File: config.mk
export PLATFORM = sky130hd
export DESIGN_NAME = csnd_ctrl
export DESIGN_NICKNAME = d
export VERILOG_FILES = /design/src/rtl/core/csnd_pkg.sv /design/src/rtl/core/csnd_ctrl.sv
export SDC_FILE = /design/constraint.sdc
export NUM_CORES = 1
export LEC_CHECK = 0
export ABC_AREA = 1
export BUFFER_PORTS_ARGS = -buffer_cell sky130_fd_sc_hd__buf_2
export CORE_MARGIN = 8
export CORE_UTILIZATION = 30
export DETAILED_ROUTE_END_ITERATION = 8
export PLACE_DENSITY_LB_ADDON = 0.05
export SLEW_MARGIN = 20
export SYNTH_ARGS = -nofsm -noshare
export SYNTH_HDL_FRONTEND = slang
export SYNTH_SLANG_ARGS = --single-unit
File: constraint.sdc
create_clock -name clk -period 1.45 [get_ports clk]
set_input_delay 0.2175 -clock clk [delete_from_list [all_inputs] [get_ports clk]]
set_output_delay 0.2175 -clock clk [all_outputs]
set_load 0.1 [all_outputs]
File: src/rtl/core/csnd_pkg.sv
// ----------------------------------------------------------------------------
// csnd_pkg
// Types, constants and codes shared by the color signature note detector.
// ----------------------------------------------------------------------------
`default_nettype none
package csnd_pkg;

  localparam int RATIO_BITS  = 16;
  localparam int QW          = RATIO_BITS + 1;
  localparam int PER_W       = 17;
  localparam int SUM_W       = 19;
  localparam int REM_W       = SUM_W + 1;
  localparam int ACC_W       = 2 * QW + 2;
  localparam int MA_W        = 32;
  localparam int MB_W        = 24;
  localparam int PROD_W      = MA_W + MB_W;
  localparam int KT_W        = 23;
  localparam int LIM_W       = 2 * KT_W;
  localparam int MAX_SIG_DEF = 32;
  localparam int CFG_W       = 19;

  localparam logic [SUM_W-1:0] MIN_SUM_RST   = 19'd30;
  localparam logic [15:0]      CLEAR_HOLD_RST = 16'd1500;
  localparam logic [15:0]      BLOCK_WARN_RST = 16'd5000;
  localparam logic [PER_W-1:0] TIMEOUT_RST   = 17'd9999;
  localparam logic [13:0]      CONF_SCALE    = 14'd10000;
  localparam logic [6:0]       CONF_FULL     = 7'd100;

  typedef enum logic [1:0] {
    REG_MIN_SUM    = 2'd0,
    REG_CLEAR_HOLD = 2'd1,
    REG_BLOCK_WARN = 2'd2,
    REG_TIMEOUT    = 2'd3
  } reg_idx_t;

  typedef enum logic [1:0] {
    CMD_SAMPLE = 2'd0,
    CMD_APPEND = 2'd1,
    CMD_CLEAR  = 2'd2,
    CMD_RSVD   = 2'd3
  } cmd_t;

  typedef enum logic [3:0] {
    EV_SKIPPED  = 4'd0,
    EV_IDLE     = 4'd1,
    EV_DEPOSIT  = 4'd2,
    EV_HELD     = 4'd3,
    EV_BLOCKED  = 4'd4,
    EV_CLR_START = 4'd5,
    EV_CLEARING = 4'd6,
    EV_REARMED  = 4'd7,
    EV_STORED   = 4'd8,
    EV_FULL     = 4'd9
  } ev_t;

  typedef enum logic [4:0] {
    OP_NONE, OP_LOAD, OP_APPEND, OP_CLEAR, OP_SKIP, OP_DIV_INIT, OP_DIV_STEP,
    OP_READ, OP_MUL_R, OP_MUL_G, OP_MUL_B, OP_MUL_T, OP_NEXT, OP_MUL_LIM,
    OP_BS_INIT, OP_MUL_KT, OP_MUL_KSQ, OP_BS_STEP, OP_HIT, OP_MISS, OP_EMIT
  } op_t;

  typedef enum logic [4:0] {
    ST_IDLE, ST_CHECK, ST_DIV, ST_LOOK, ST_MR, ST_MG, ST_MB, ST_MT, ST_CMP,
    ST_BSI, ST_KM, ST_KS, ST_KC, ST_EMIT
  } state_t;

  typedef struct packed {
    op_t op;
  } ctrl_cmd_t;

  typedef struct packed {
    cmd_t cmd;
    logic sum_ok;
    logic div_last;
    logic idx_end;
    logic d2_lt;
    logic bs_done;
    logic out_free;
  } dp_stat_t;

  typedef struct packed {
    logic [1:0]       cmd;
    logic [PER_W-1:0] red_period;
    logic [PER_W-1:0] green_period;
    logic [PER_W-1:0] blue_period;
    logic [31:0]      time_ms;
    logic [19:0]      sig_nominal;
    logic [15:0]      sig_red_ratio;
    logic [15:0]      sig_green_ratio;
    logic [15:0]      sig_blue_ratio;
    logic [15:0]      sig_tolerance;
  } in_item_t;

  typedef struct packed {
    logic [3:0]  event_res;
    logic [19:0] note_value;
    logic [6:0]  confidence;
    logic [31:0] balance;
    logic [5:0]  table_count;
  } out_item_t;

endpackage
`default_nettype wire

File: src/rtl/core/csnd_ctrl.sv
// ----------------------------------------------------------------------------
// csnd_ctrl
// Sequencer: divide, walk the signature table, search the confidence, emit.
// ----------------------------------------------------------------------------
`default_nettype none
module csnd_ctrl import csnd_pkg::*; (
  input  wire logic clk,
  input  wire logic rst,
  input  wire logic in_valid,
  output logic      in_ready,
  input  dp_stat_t  stat,
  output ctrl_cmd_t cmd
);

  state_t state, state_next;

  always_ff @(posedge clk) begin
    if (rst) state <= ST_IDLE;
    else     state <= state_next;
  end

  always_comb begin
    state_next = state;
    case (state)
      ST_IDLE:  if (in_valid) state_next = ST_CHECK;
      ST_CHECK: state_next = (stat.cmd == CMD_SAMPLE && stat.sum_ok) ? ST_DIV : ST_EMIT;
      ST_DIV:   if (stat.div_last) state_next = ST_LOOK;
      ST_LOOK:  state_next = stat.idx_end ? ST_EMIT : ST_MR;
      ST_MR:    state_next = ST_MG;
      ST_MG:    state_next = ST_MB;
      ST_MB:    state_next = ST_MT;
      ST_MT:    state_next = ST_CMP;
      ST_CMP:   state_next = stat.d2_lt ? ST_BSI : ST_LOOK;
      ST_BSI:   state_next = ST_KM;
      ST_KM:    state_next = stat.bs_done ? ST_EMIT : ST_KS;
      ST_KS:    state_next = ST_KC;
      ST_KC:    state_next = ST_KM;
      ST_EMIT:  if (stat.out_free) state_next = ST_IDLE;
      default:  state_next = ST_IDLE;
    endcase
  end

  always_comb begin
    in_ready = 1'b0;
    cmd.op   = OP_NONE;
    case (state)
      ST_IDLE: begin
        in_ready = 1'b1;
        if (in_valid) cmd.op = OP_LOAD;
      end
      ST_CHECK: begin
        case (stat.cmd)
          CMD_SAMPLE: cmd.op = stat.sum_ok ? OP_DIV_INIT : OP_SKIP;
          CMD_APPEND: cmd.op = OP_APPEND;
          CMD_CLEAR:  cmd.op = OP_CLEAR;
          default:    cmd.op = OP_SKIP;
        endcase
      end
      ST_DIV:  cmd.op = OP_DIV_STEP;
      ST_LOOK: cmd.op = stat.idx_end ? OP_MISS : OP_READ;
      ST_MR:   cmd.op = OP_MUL_R;
      ST_MG:   cmd.op = OP_MUL_G;
      ST_MB:   cmd.op = OP_MUL_B;
      ST_MT:   cmd.op = OP_MUL_T;
      ST_CMP:  cmd.op = stat.d2_lt ? OP_MUL_LIM : OP_NEXT;
      ST_BSI:  cmd.op = OP_BS_INIT;
      ST_KM:   cmd.op = stat.bs_done ? OP_HIT : OP_MUL_KT;
      ST_KS:   cmd.op = OP_MUL_KSQ;
      ST_KC:   cmd.op = OP_BS_STEP;
      ST_EMIT: if (stat.out_free) cmd.op = OP_EMIT;
      default: cmd.op = OP_NONE;
    endcase
  end

endmodule
`default_nettype wire

## Word level (Yosys, flattened, before mapping)

Cells that the tools add are included.
Widths: inputs -> output; s select.

- Equality and inequality tests: 18
- Mux-type cells: 17
- Reduce and logical (&&, ||, !) cells: 5

Operators by type and width:

| kind | count |
|---|---|
| $pmux 5 s14 | 1 |
| $pmux 5 s13 | 1 |
| $eq 5x4->1 const B | 6 |
| $mux 5 | 6 |
| $eq 5x3->1 const B | 4 |
| $mux 4 | 3 |
| $eq 5x2->1 const B | 2 |
| $pmux 3 s3 | 1 |
| $ne 2x2->1 const B | 3 |
| $eq 5x1->1 const B | 1 |
| $logic_not 5->1 | 1 |
| $mux 1 | 4 |
| $mux 3 | 1 |
| $reduce_and 3->1 | 1 |
| $eq 2x1->1 const B | 1 |
| $eq 2x2->1 const B | 1 |
| $logic_not 2->1 | 1 |
| $reduce_or 2->1 | 1 |
| $logic_and 1x1->1 | 1 |

- Register bits: 5
- Input bits: 11
- Output and inout port bits: 6
- Word-level logic and storage cells: 41

## Longest topological paths before layout

Gate-level depths: netlist (run 1).

- Depth in word-level cells: 4
- Depth in mapped cells: 9
- Mapped depth without buffers: 9

## Worst setup path after synthesis (run 1)

OpenSTA, ideal clock, no wires.

- Kind: register to output
- Start: register state[2]
- End: output cmd[0] (netlist name)
- Data arrival time: 2.193 ns
- Data required time: 1.233 ns
- Setup slack: -0.961 ns
- Cell stages (with the launch flop): 6
- Path buffers: 0
- Cell sequence: dfxtp_1 nor2_2 nand2_1 inv_1 a21oi_1 nand4_1

RTL lines:

| item | line | source |
|---|---|---|
| from (decl) | csnd_ctrl.sv:15 | `state_t state, state_next;` |
| from (signal assigned) | csnd_ctrl.sv:19 | `else state <= state_next;` |
| to (decl) | csnd_ctrl.sv:12 | `output ctrl_cmd_t cmd` |

==> results_dict.tcl, run 1 <==
set metrics [dict create \
    status "finished with violations" \
    violations "setup timing" \
    drtPass1Iterations 4 \
    clockBufferDepth 2 \
    yosysTopAreaCell "nand2_1" \
    drive_gt1_share_pct 50.8 \
    cts_root_buf "clkbuf_4" \
    max_slew_margin_pct 84.2 \
    fillCellCount 142 \
    hold_path_class "in -> reg" \
    cts_tree "yes" \
    yosysUniqueCellTypes 20 \
    syn-instance-count 91 \
    grt-busiest-layer "met2" \
    ant_nets 0 \
    yosys-top-cells-count "22 x nand2_1, 16 x inv_1, 10 x nand3_1, 10 x nor2_1, 5 x a21oi_1" \
    path_class "reg -> out" \
    post-route-drc-count 0 \
    rows 14 \
    finalSetupViolCount 5 \
    ys_seq_area_share_pct 16.0 \
    async_flop_share_pct 0 \
    yosysTopAreaCellShare_pct 16.5 \
    dpl_cell_area_um2 818 \
    area.growth.synth_to_final_pct 87.7 \
    fin_nets 137 \
    wire_per_inst_um 12.1 \
    cpPeakStageDelay_ps 370 \
    endpoint_kind "output port" \
    rsz0062_at_grt "true" \
    grt_max_degree 7 \
    yosys-top-cells-area "nand2_1 17%, dfxtp_1 16%, inv_1 12%" \
    grtUsageTotal_pct 9.91 \
    numCtsBuffers 3 \
    maxCapViolCount 0 \
    utilization_pct 60.8 \
    path_cells "nor2_4, buf_4, nand3_2, nand4_1, buf_12" \
    vias 689 \
    crit_fanout 6 \
    ys_seq_elements 4 \
    routed_wl_um 1690 \
    synthFlopType "dfxtp_1" \
    place_inst 132 \
    slowest_stage "dfxtp_4" \
    clk_pin_slew_ps 40 \
    io_pins 17 \
    vias_per_cell 4.92 \
    diodes 0 \
    hold_ws_ps 187 \
    routabilityCongestion 0.879 \
    syn_area_per_cell_um2 5.49 \
    cp-start-kind "flip-flop" \
    final_cell_area_um2 937 \
    grt_overflow 0 \
    port_buffers 16 \
    stdcell_count 140 \
    worstSetupStartpoint "state[2]$_SDFFE_PP0P_" \
    grt_use_met3_pct 3.15 \
    start_util_pct 32.4 \
    hpwl_um 1330 \
    cts_sinks 4 \
    period_share_pct 114 \
    regMostFlops "state" \
    min-delay-start "rst" \
    crit_required_ps 1230 \
    die_x_um 56.8 \
    die-area_um2 3230 \
    fin_ws_ps -209 \
    drv_slew 0 \
    arrival_ps 1440 \
    antenna_found_initial 0 \
    timing.rr.start "state[1]$_SDFFE_PP0P_" \
    cts_max_level 1 \
    syn_area_um2 499 \
    synth-edff-count 0 \
    top_regs "state (4)" \
    dr.first_iter.drc_count 15 \
    grt_use_met2_pct 17.7 \
    synth.net_count 103 \
    min_period_ps 1660 \
    clock_latency_ps 230 \
    grt_pass1_vias 657 \
    tightest_slew_ps 235 \
    finClkSkew_ps 8.48 \
    largest_register_ffs 4 \
    ys_warn_count 0 \
    use_met1_pct 10.7 \
    fmax_mhz 603 \
    grt_pass1_wl_um 2730 \
    final-hold-violation-count 0 \
    coreArea_um2 1540 \
    synth_most_common_cell "nand2_1" \
    die_h_um 56.8 \
]
[per-layer routing]
layer / vias to the layer above / part of all wire, %
met5: - / 0
met4: 0 / 2.6
met3: 5 / 5.7
met2: 19 / 50
met1: 302 / 42
li1: 363 / -
[critical path: cells and delay by family, from the launching register on]
| family | cells | cell delay [ps] |
|---|---|---|
| AND/OR/NAND/NOR | 3 | 480 |
| flip-flops | 1 | 370 |
| buffers and inverters | 2 | 360 |
[what timing repair did]
item,CTS,global route
setup endpoints to repair,5,5
pin swaps,6,10
setup buffers,4,2
hold buffers,0,0
gates resized for setup,13,7
gates cloned,0,0
[layout by cell type (no fill, tap or decap)]
master       n
nand4_1      4
clkbuf_1     1
nor2_4       7
nand3b_1     3
nor2_1       8
buf_6        2
clkinvlp_4   1
a21boi_1     1
buf_12       6
nand2_1     16
buf_2       10
nand2_2      6
clkbuf_4     3
and2_1       1
a21oi_2      1
o211ai_1     2
nor3_2       1
inv_1       11
inv_2        4
nand3_4      1
inv_4        2
a21oi_4      1
o21ai_1      2
ha_1         1
buf_4       11
a21oi_1      3
nand3_2      2
dfxtp_4      4
nand2_4      1
nand3_1      8
[path summary, 6_finish.rpt]
check / cells past startpoint / slack (ps) / end
worst max-delay path: 5 / -210 / cmd[4]
worst min-delay path: 2 / 190 / state[1]$_SDFFE_PP0P_
worst max register to register: 9 / 180 / state[3]$_SDFFE_PP0P_
worst min register to register: 5 / 730 / state[0]$_SDFFE_PP0P_
[cell families after synthesis]
group / synth area share (%)
compound gates: 11.5
fa+ha+maj: 2.51
flops: 16.0
simple gates: 56.4
buf+inv: 13.5
[per-stage QoR]
stage	setup TNS, ps	setup slack, ps
2_1_floorplan	-1620	-854
3_5_place_dp	-51.6	-51.6
4_1_cts	-677	-159
3_3_place_gp	-50.5	-43.5
5_1_grt	-1030	-263
6_report	-728	-209
[cell type report]
type / instances / area (um^2) / area share (%)
multi-input combinational: 69 / 444 / 47.4
timing repair buffer: 29 / 275 / 29.4
sequential: 4 / 95.1 / 10.1
inverter: 18 / 76.3 / 8.14
clock buffer: 4 / 26.3 / 2.80
tap: 16 / 20.0 / 2.14
Power of run 1 is not shown: default switching activity piles up to over one toggle a cycle in this logic, so the estimate is an artifact.
==> inputs of run 2 (changes only) <==
ABC_AREA = unset   (was 1)
==> run 2 against run 1 <==
The flow still finishes with violations (setup timing). Sequential share of layout area fell by 2.3 points. Critical path depth fell by 1. Hold slack improved by 17 ps. Flip-flop and latch count did not move. Setup slack got worse by 200 ps. Core utilization rose by 2.3 points. Area after synthesis rose by 10%. Die area rose by 7.1%. Critical path type unchanged. Highest routed layer unchanged.
==> results_dict.tcl, run 2 <==
set metrics [dict create \
    status "finished with violations" \
    violations "setup timing" \
    ys_seq_elements 4 \
    io_pins 17 \
    fin_ws_ps -413 \
    syn-instance-count 81 \
    rsz0062_at_grt "true" \
    clockBufferDepth 2 \
    die_h_um 58.8 \
    drtPass1Iterations 4 \
    yosysTopAreaCell "dfxtp_1" \
    fin_nets 130 \
    ant_nets 0 \
    grt_pass1_wl_um 3510 \
    grtUsageTotal_pct 13.2 \
    utilization_pct 63.1 \
    yosysUniqueCellTypes 37 \
    largest_register_ffs 4 \
    drive_gt1_share_pct 56.0 \
    place_inst 132 \
    ys_warn_count 0 \
    coreArea_um2 1730 \
    regMostFlops "state" \
    die_x_um 58.8 \
    syn_area_um2 549 \
    hold_path_class "in -> reg" \
    finalSetupViolCount 8 \
    grt_pass1_vias 729 \
    synth.net_count 93 \
    endpoint_kind "output port" \
    routabilityCongestion 0.789 \
    grt_overflow 0 \
    cts_tree "yes" \
    numCtsBuffers 3 \
    clock_latency_ps 250 \
    clk_pin_slew_ps 50 \
    rows 15 \
    area.growth.synth_to_final_pct 98.4 \
    path_class "reg -> out" \
    min_period_ps 1860 \
    layout_commonest_cell "buf_4" \
    arrival_ps 1650 \
    ys_seq_area_share_pct 14.6 \
    dpl_worst_slack_ps -147 \
    wire_per_inst_um 15.0 \
    period_share_pct 128 \
    finClkSkew_ps 12.2 \
    die-area_um2 3460 \
    yosysTopAreaCellShare_pct 14.6 \
    port_buffers 16 \
    synthFlopType "dfxtp_1" \
    grt_max_degree 13 \
    synth-edff-count 0 \
    stdcell_count 141 \
    tightest_slew_ps 322 \
    cts_max_level 1 \
    critPathBufInv 1 \
    dr.first_iter.drc_count 24 \
    synth_most_common_cell "a21oi_1" \
    post-route-drc-count 0 \
    diodes 0 \
    routed_wl_um 2110 \
    cts_root_buf "clkbuf_4" \
    yosys-top-cells-area "dfxtp_1 15%, a21oi_1 7.3%, nand2b_1 5.7%" \
    crit_fanout 3 \
    async_flop_share_pct 0 \
    syn_area_per_cell_um2 6.78 \
    top_regs "state (4)" \
    cpPeakStageDelay_ps 550 \
    maxCapViolCount 0 \
    fmax_mhz 537 \
    crit_required_ps 1230 \
    cp_top_family "simple AND/OR/NAND/NOR gates" \
    start_util_pct 31.8 \
    antenna_found_initial 0 \
    slowest_stage "or4b_4" \
    final-hold-violation-count 0 \
    path_cells "or4b_4, or2_0, nand4_1, buf_12" \
    vias_per_cell 5.26 \
    vias 742 \
    drv_slew 0 \
    final_cell_mix "15 x buf_4, 11 x buf_2, 7 x nor2_1" \
    cts_sinks 4 \
    yosys-top-cells-count "8 x a21oi_1, 7 x nor2_1, 6 x buf_2, 6 x nand2_1, 6 x o21ai_0" \
    hpwl_um 1500 \
    max_slew_margin_pct 78.3 \
    ctsHoldBuffers 0 \
    fillCellCount 168 \
    cp-start-kind "flip-flop" \
]
[run 2: cell count changes after synthesis, sizes merged, moves of 3 or more]
cell / change
nor2b: +3
buf: +6
nand2: -17
nand3: -10
o21ai: +4
nor2: -8
a21oi: +3
nand4: -3
nand2b: +5
inv: -15
[run 2: worst paths after layout]
| path | start | to | slack [ps] | depth (start not counted) |
|---|---|---|---|---|
| setup / recovery | state[2]$_SDFFE_PP0P_ | cmd[0] | -410 | 4 |
| hold / removal | rst | state[1]$_SDFFE_PP0P_ | 200 | 2 |
| setup reg to reg | state[2]$_SDFFE_PP0P_ | state[2]$_SDFFE_PP0P_ | -90 | 6 |
| hold reg to reg | state[0]$_SDFFE_PP0P_ | state[1]$_SDFFE_PP0P_ | 720 | 3 |
[run 2: through the flow]
| step | instance area [um^2] | hold WS [ps] | TNS (ps) |
|---|---|---|---|
| after floorplan | 647 | 279 | -1320 |
| after global placement | 915 | 459 | -225 |
| after detailed placement | 915 | 462 | -293 |
| after CTS | 1030 | 204 | -1060 |
| after global routing | 1090 | 209 | -1540 |
| final | 1090 | 204 | -1170 |
[run 2: timing repair]
item	4_1_cts	5_1_grt
cloned	2	0
pin swaps	7	6
buffers inserted	3	1
endpoints found under the hold margin	0	0
setup endpoints to repair	8	9
resized for setup	13	11
[run 2: cell type report]
type	count	area [um^2]	area share, %
inverter	3	11.3	1.03
tap	25	31.3	2.87
multi-input combinational	67	548	50.3
clock buffer	3	22.5	2.07
timing repair buffer	39	392	35.9
sequential	4	85.1	7.81
[run 2: cells by family after synthesis]
kind of cell             after synthesis  synth area share (%)
AO/OA/AOI/OAI                         29                  36.2
XOR/XNOR                               1                  1.59
adder cells (fa/ha/maj)                1                  2.28
buffers and inverters                 10                  8.20
flip-flops                             4                  14.6
multiplexers                           1                  1.82
AND/OR/NAND/NOR                       35                  35.3
[run 2: worst reg2reg max path: cells and delay by family (launching register included)]
kind / cells / cell delay, ps
AOI/OAI and AO/OA: 1 / 120
buffers and inverters: 2 / 260
DFF: 1 / 330
and+or+nand+nor: 3 / 760
[run 2: per-layer routing]
metal	global-route usage, %	share of wire (%)	up-vias	wire, um
met5	0	0	-	0
met1	15.2	45	352	944
li1	-	-	375	-
met3	3.48	3.5	2	74
met4	5.80	0.66	0	14
met2	22.1	51	13	1080
Power of run 2 is left out for the same reason.
==> inputs of run 3 (changes only) <==
ABC_AREA = 1   (was unset)
CTS_BUF_LIST = sky130_fd_sc_hd__clkbuf_16   (was unset)
==> run 3 against run 2 <==
The run still ends with setup timing left. Sequential share of layout area rose by 1.7 points. Highest routed layer unchanged. Setup slack better by 230 ps. Register-to-register slack better by 70 ps.
==> results_dict.tcl, run 3 (synthesized netlist as in run 1, its figures left out) <==
set metrics [dict create \
    drive_gt1_share_pct 50.8 \
    cts_root_buf "clkbuf_16" \
    fin_nets 139 \
    clk_pin_slew_ps 30 \
    endpoint_kind "output port" \
    violations "setup timing" \
    largest_register_ffs 4 \
    crit_fanout 4 \
    grt_overflow 0 \
    layout_commonest_cell "nand2_1" \
    post-route-drc-count 0 \
    cts_max_level 1 \
    fmax_mhz 613 \
    final_cell_area_um2 1000 \
    final-hold-violation-count 0 \
    hpwl_um 1330 \
    grt_pass1_vias 683 \
    drv_slew 0 \
    hold_path_class "in -> reg" \
    clock_latency_ps 220 \
    fin_ws_ps -182 \
    grt_pass1_wl_um 2860 \
    ant_nets 0 \
    diodes 0 \
    rows 14 \
    routabilityCongestion 0.879 \
    maxCapViolCount 0 \
    tightest_slew_ps 239 \
    path_class "reg -> out" \
    hold_ws_ps 188 \
    coreArea_um2 1540 \
    top_layer "met4" \
    port_buffers 16 \
    dpl_cell_area_um2 818 \
    setup_tns_ps -754 \
    top_regs "state (4)" \
    routed_wl_um 1720 \
    cts_sinks 4 \
    grt_max_degree 7 \
    drtPass1Iterations 4 \
    wl_met1_um 725 \
    ctsHoldBuffers 0 \
    wl_met2_um 891 \
    fillCellCount 132 \
    finalSetupViolCount 6 \
    crit_required_ps 1230 \
    cts_tree "yes" \
    regArea_um2 95.1 \
    final_cell_mix "17 x nand2_1, 13 x inv_1, 13 x buf_4" \
    start_util_pct 32.4 \
    period_share_pct 113 \
    antenna_found_initial 0 \
    place_inst 132 \
    die_x_um 56.8 \
    die_h_um 56.8 \
    cp-start-kind "flip-flop" \
    vias 686 \
    die-area_um2 3230 \
    clockBufferDepth 2 \
    vias_per_cell 4.83 \
    regMostFlops "state" \
    dr.first_iter.drc_count 19 \
    grtUsageTotal_pct 10.6 \
    rsz0062_at_grt "true" \
    multi_input_area_um2 444 \
    io_pins 17 \
    status "finished with violations" \
    wire_per_inst_um 12.1 \
    min_period_ps 1630 \
    arrival_ps 1410 \
    numCtsBuffers 3 \
    area.growth.synth_to_final_pct 101 \
    stdcell_count 142 \
    wl_met3_um 89 \
    max_slew_margin_pct 84.0 \
    finClkSkew_ps 1.86 \
]
-- run 3: path summary, 6_finish.rpt --
kind	from	end	slack, ps	cells past startpoint
max	state[3]$_SDFFE_PP0P_	cmd[0]	-180	8
max reg2reg	state[3]$_SDFFE_PP0P_	state[3]$_SDFFE_PP0P_	-20	12
min reg2reg	state[3]$_SDFFE_PP0P_	state[0]$_SDFFE_PP0P_	730	5
min	rst	state[2]$_SDFFE_PP0P_	190	2
-- run 3: area by class of cell --
| type | count | share of cell area, % |
|---|---|---|
| Tap cell | 16 | 1.99 |
| Clock inverter | 1 | 0.374 |
| Multi-Input combinational cell | 69 | 44.2 |
| Sequential cell | 4 | 9.46 |
| Clock buffer | 3 | 7.47 |
| Timing Repair Buffer | 31 | 28.9 |
| Inverter | 18 | 7.60 |
-- run 3: critical path, cell delays in order, from the launching register on --
cell and delay [ps]:
dfxtp_4 370, inv_4 50, nor2_4 120, buf_6 120, nand3_2 50, nand2_1 110
inv_1 50, nand4_1 120, buf_12 190
-- run 3: metal layers --
layer	vias up	track usage [%]
met4	0	5.03
met1	305	11.5
met3	2	2.47
met5	-	0
li1	366	-
met2	13	18.7
-- run 3: what timing repair did --
action	4_1_cts	5_1_grt
pin swaps	4	7
setup buffers	6	1
endpoints found under the setup margin	5	6
resized for setup	13	6
cloned	0	0
-- run 3: per-stage QoR --
step	setup slack [ps]	utilization, %
floorplan	-854	-
global placement	-43.5	53.1
detailed placement	-51.6	53.1
CTS	-156	64.1
global route	-247	65.2
finish	-182	65.2
Power of run 3 is left out for the same reason.
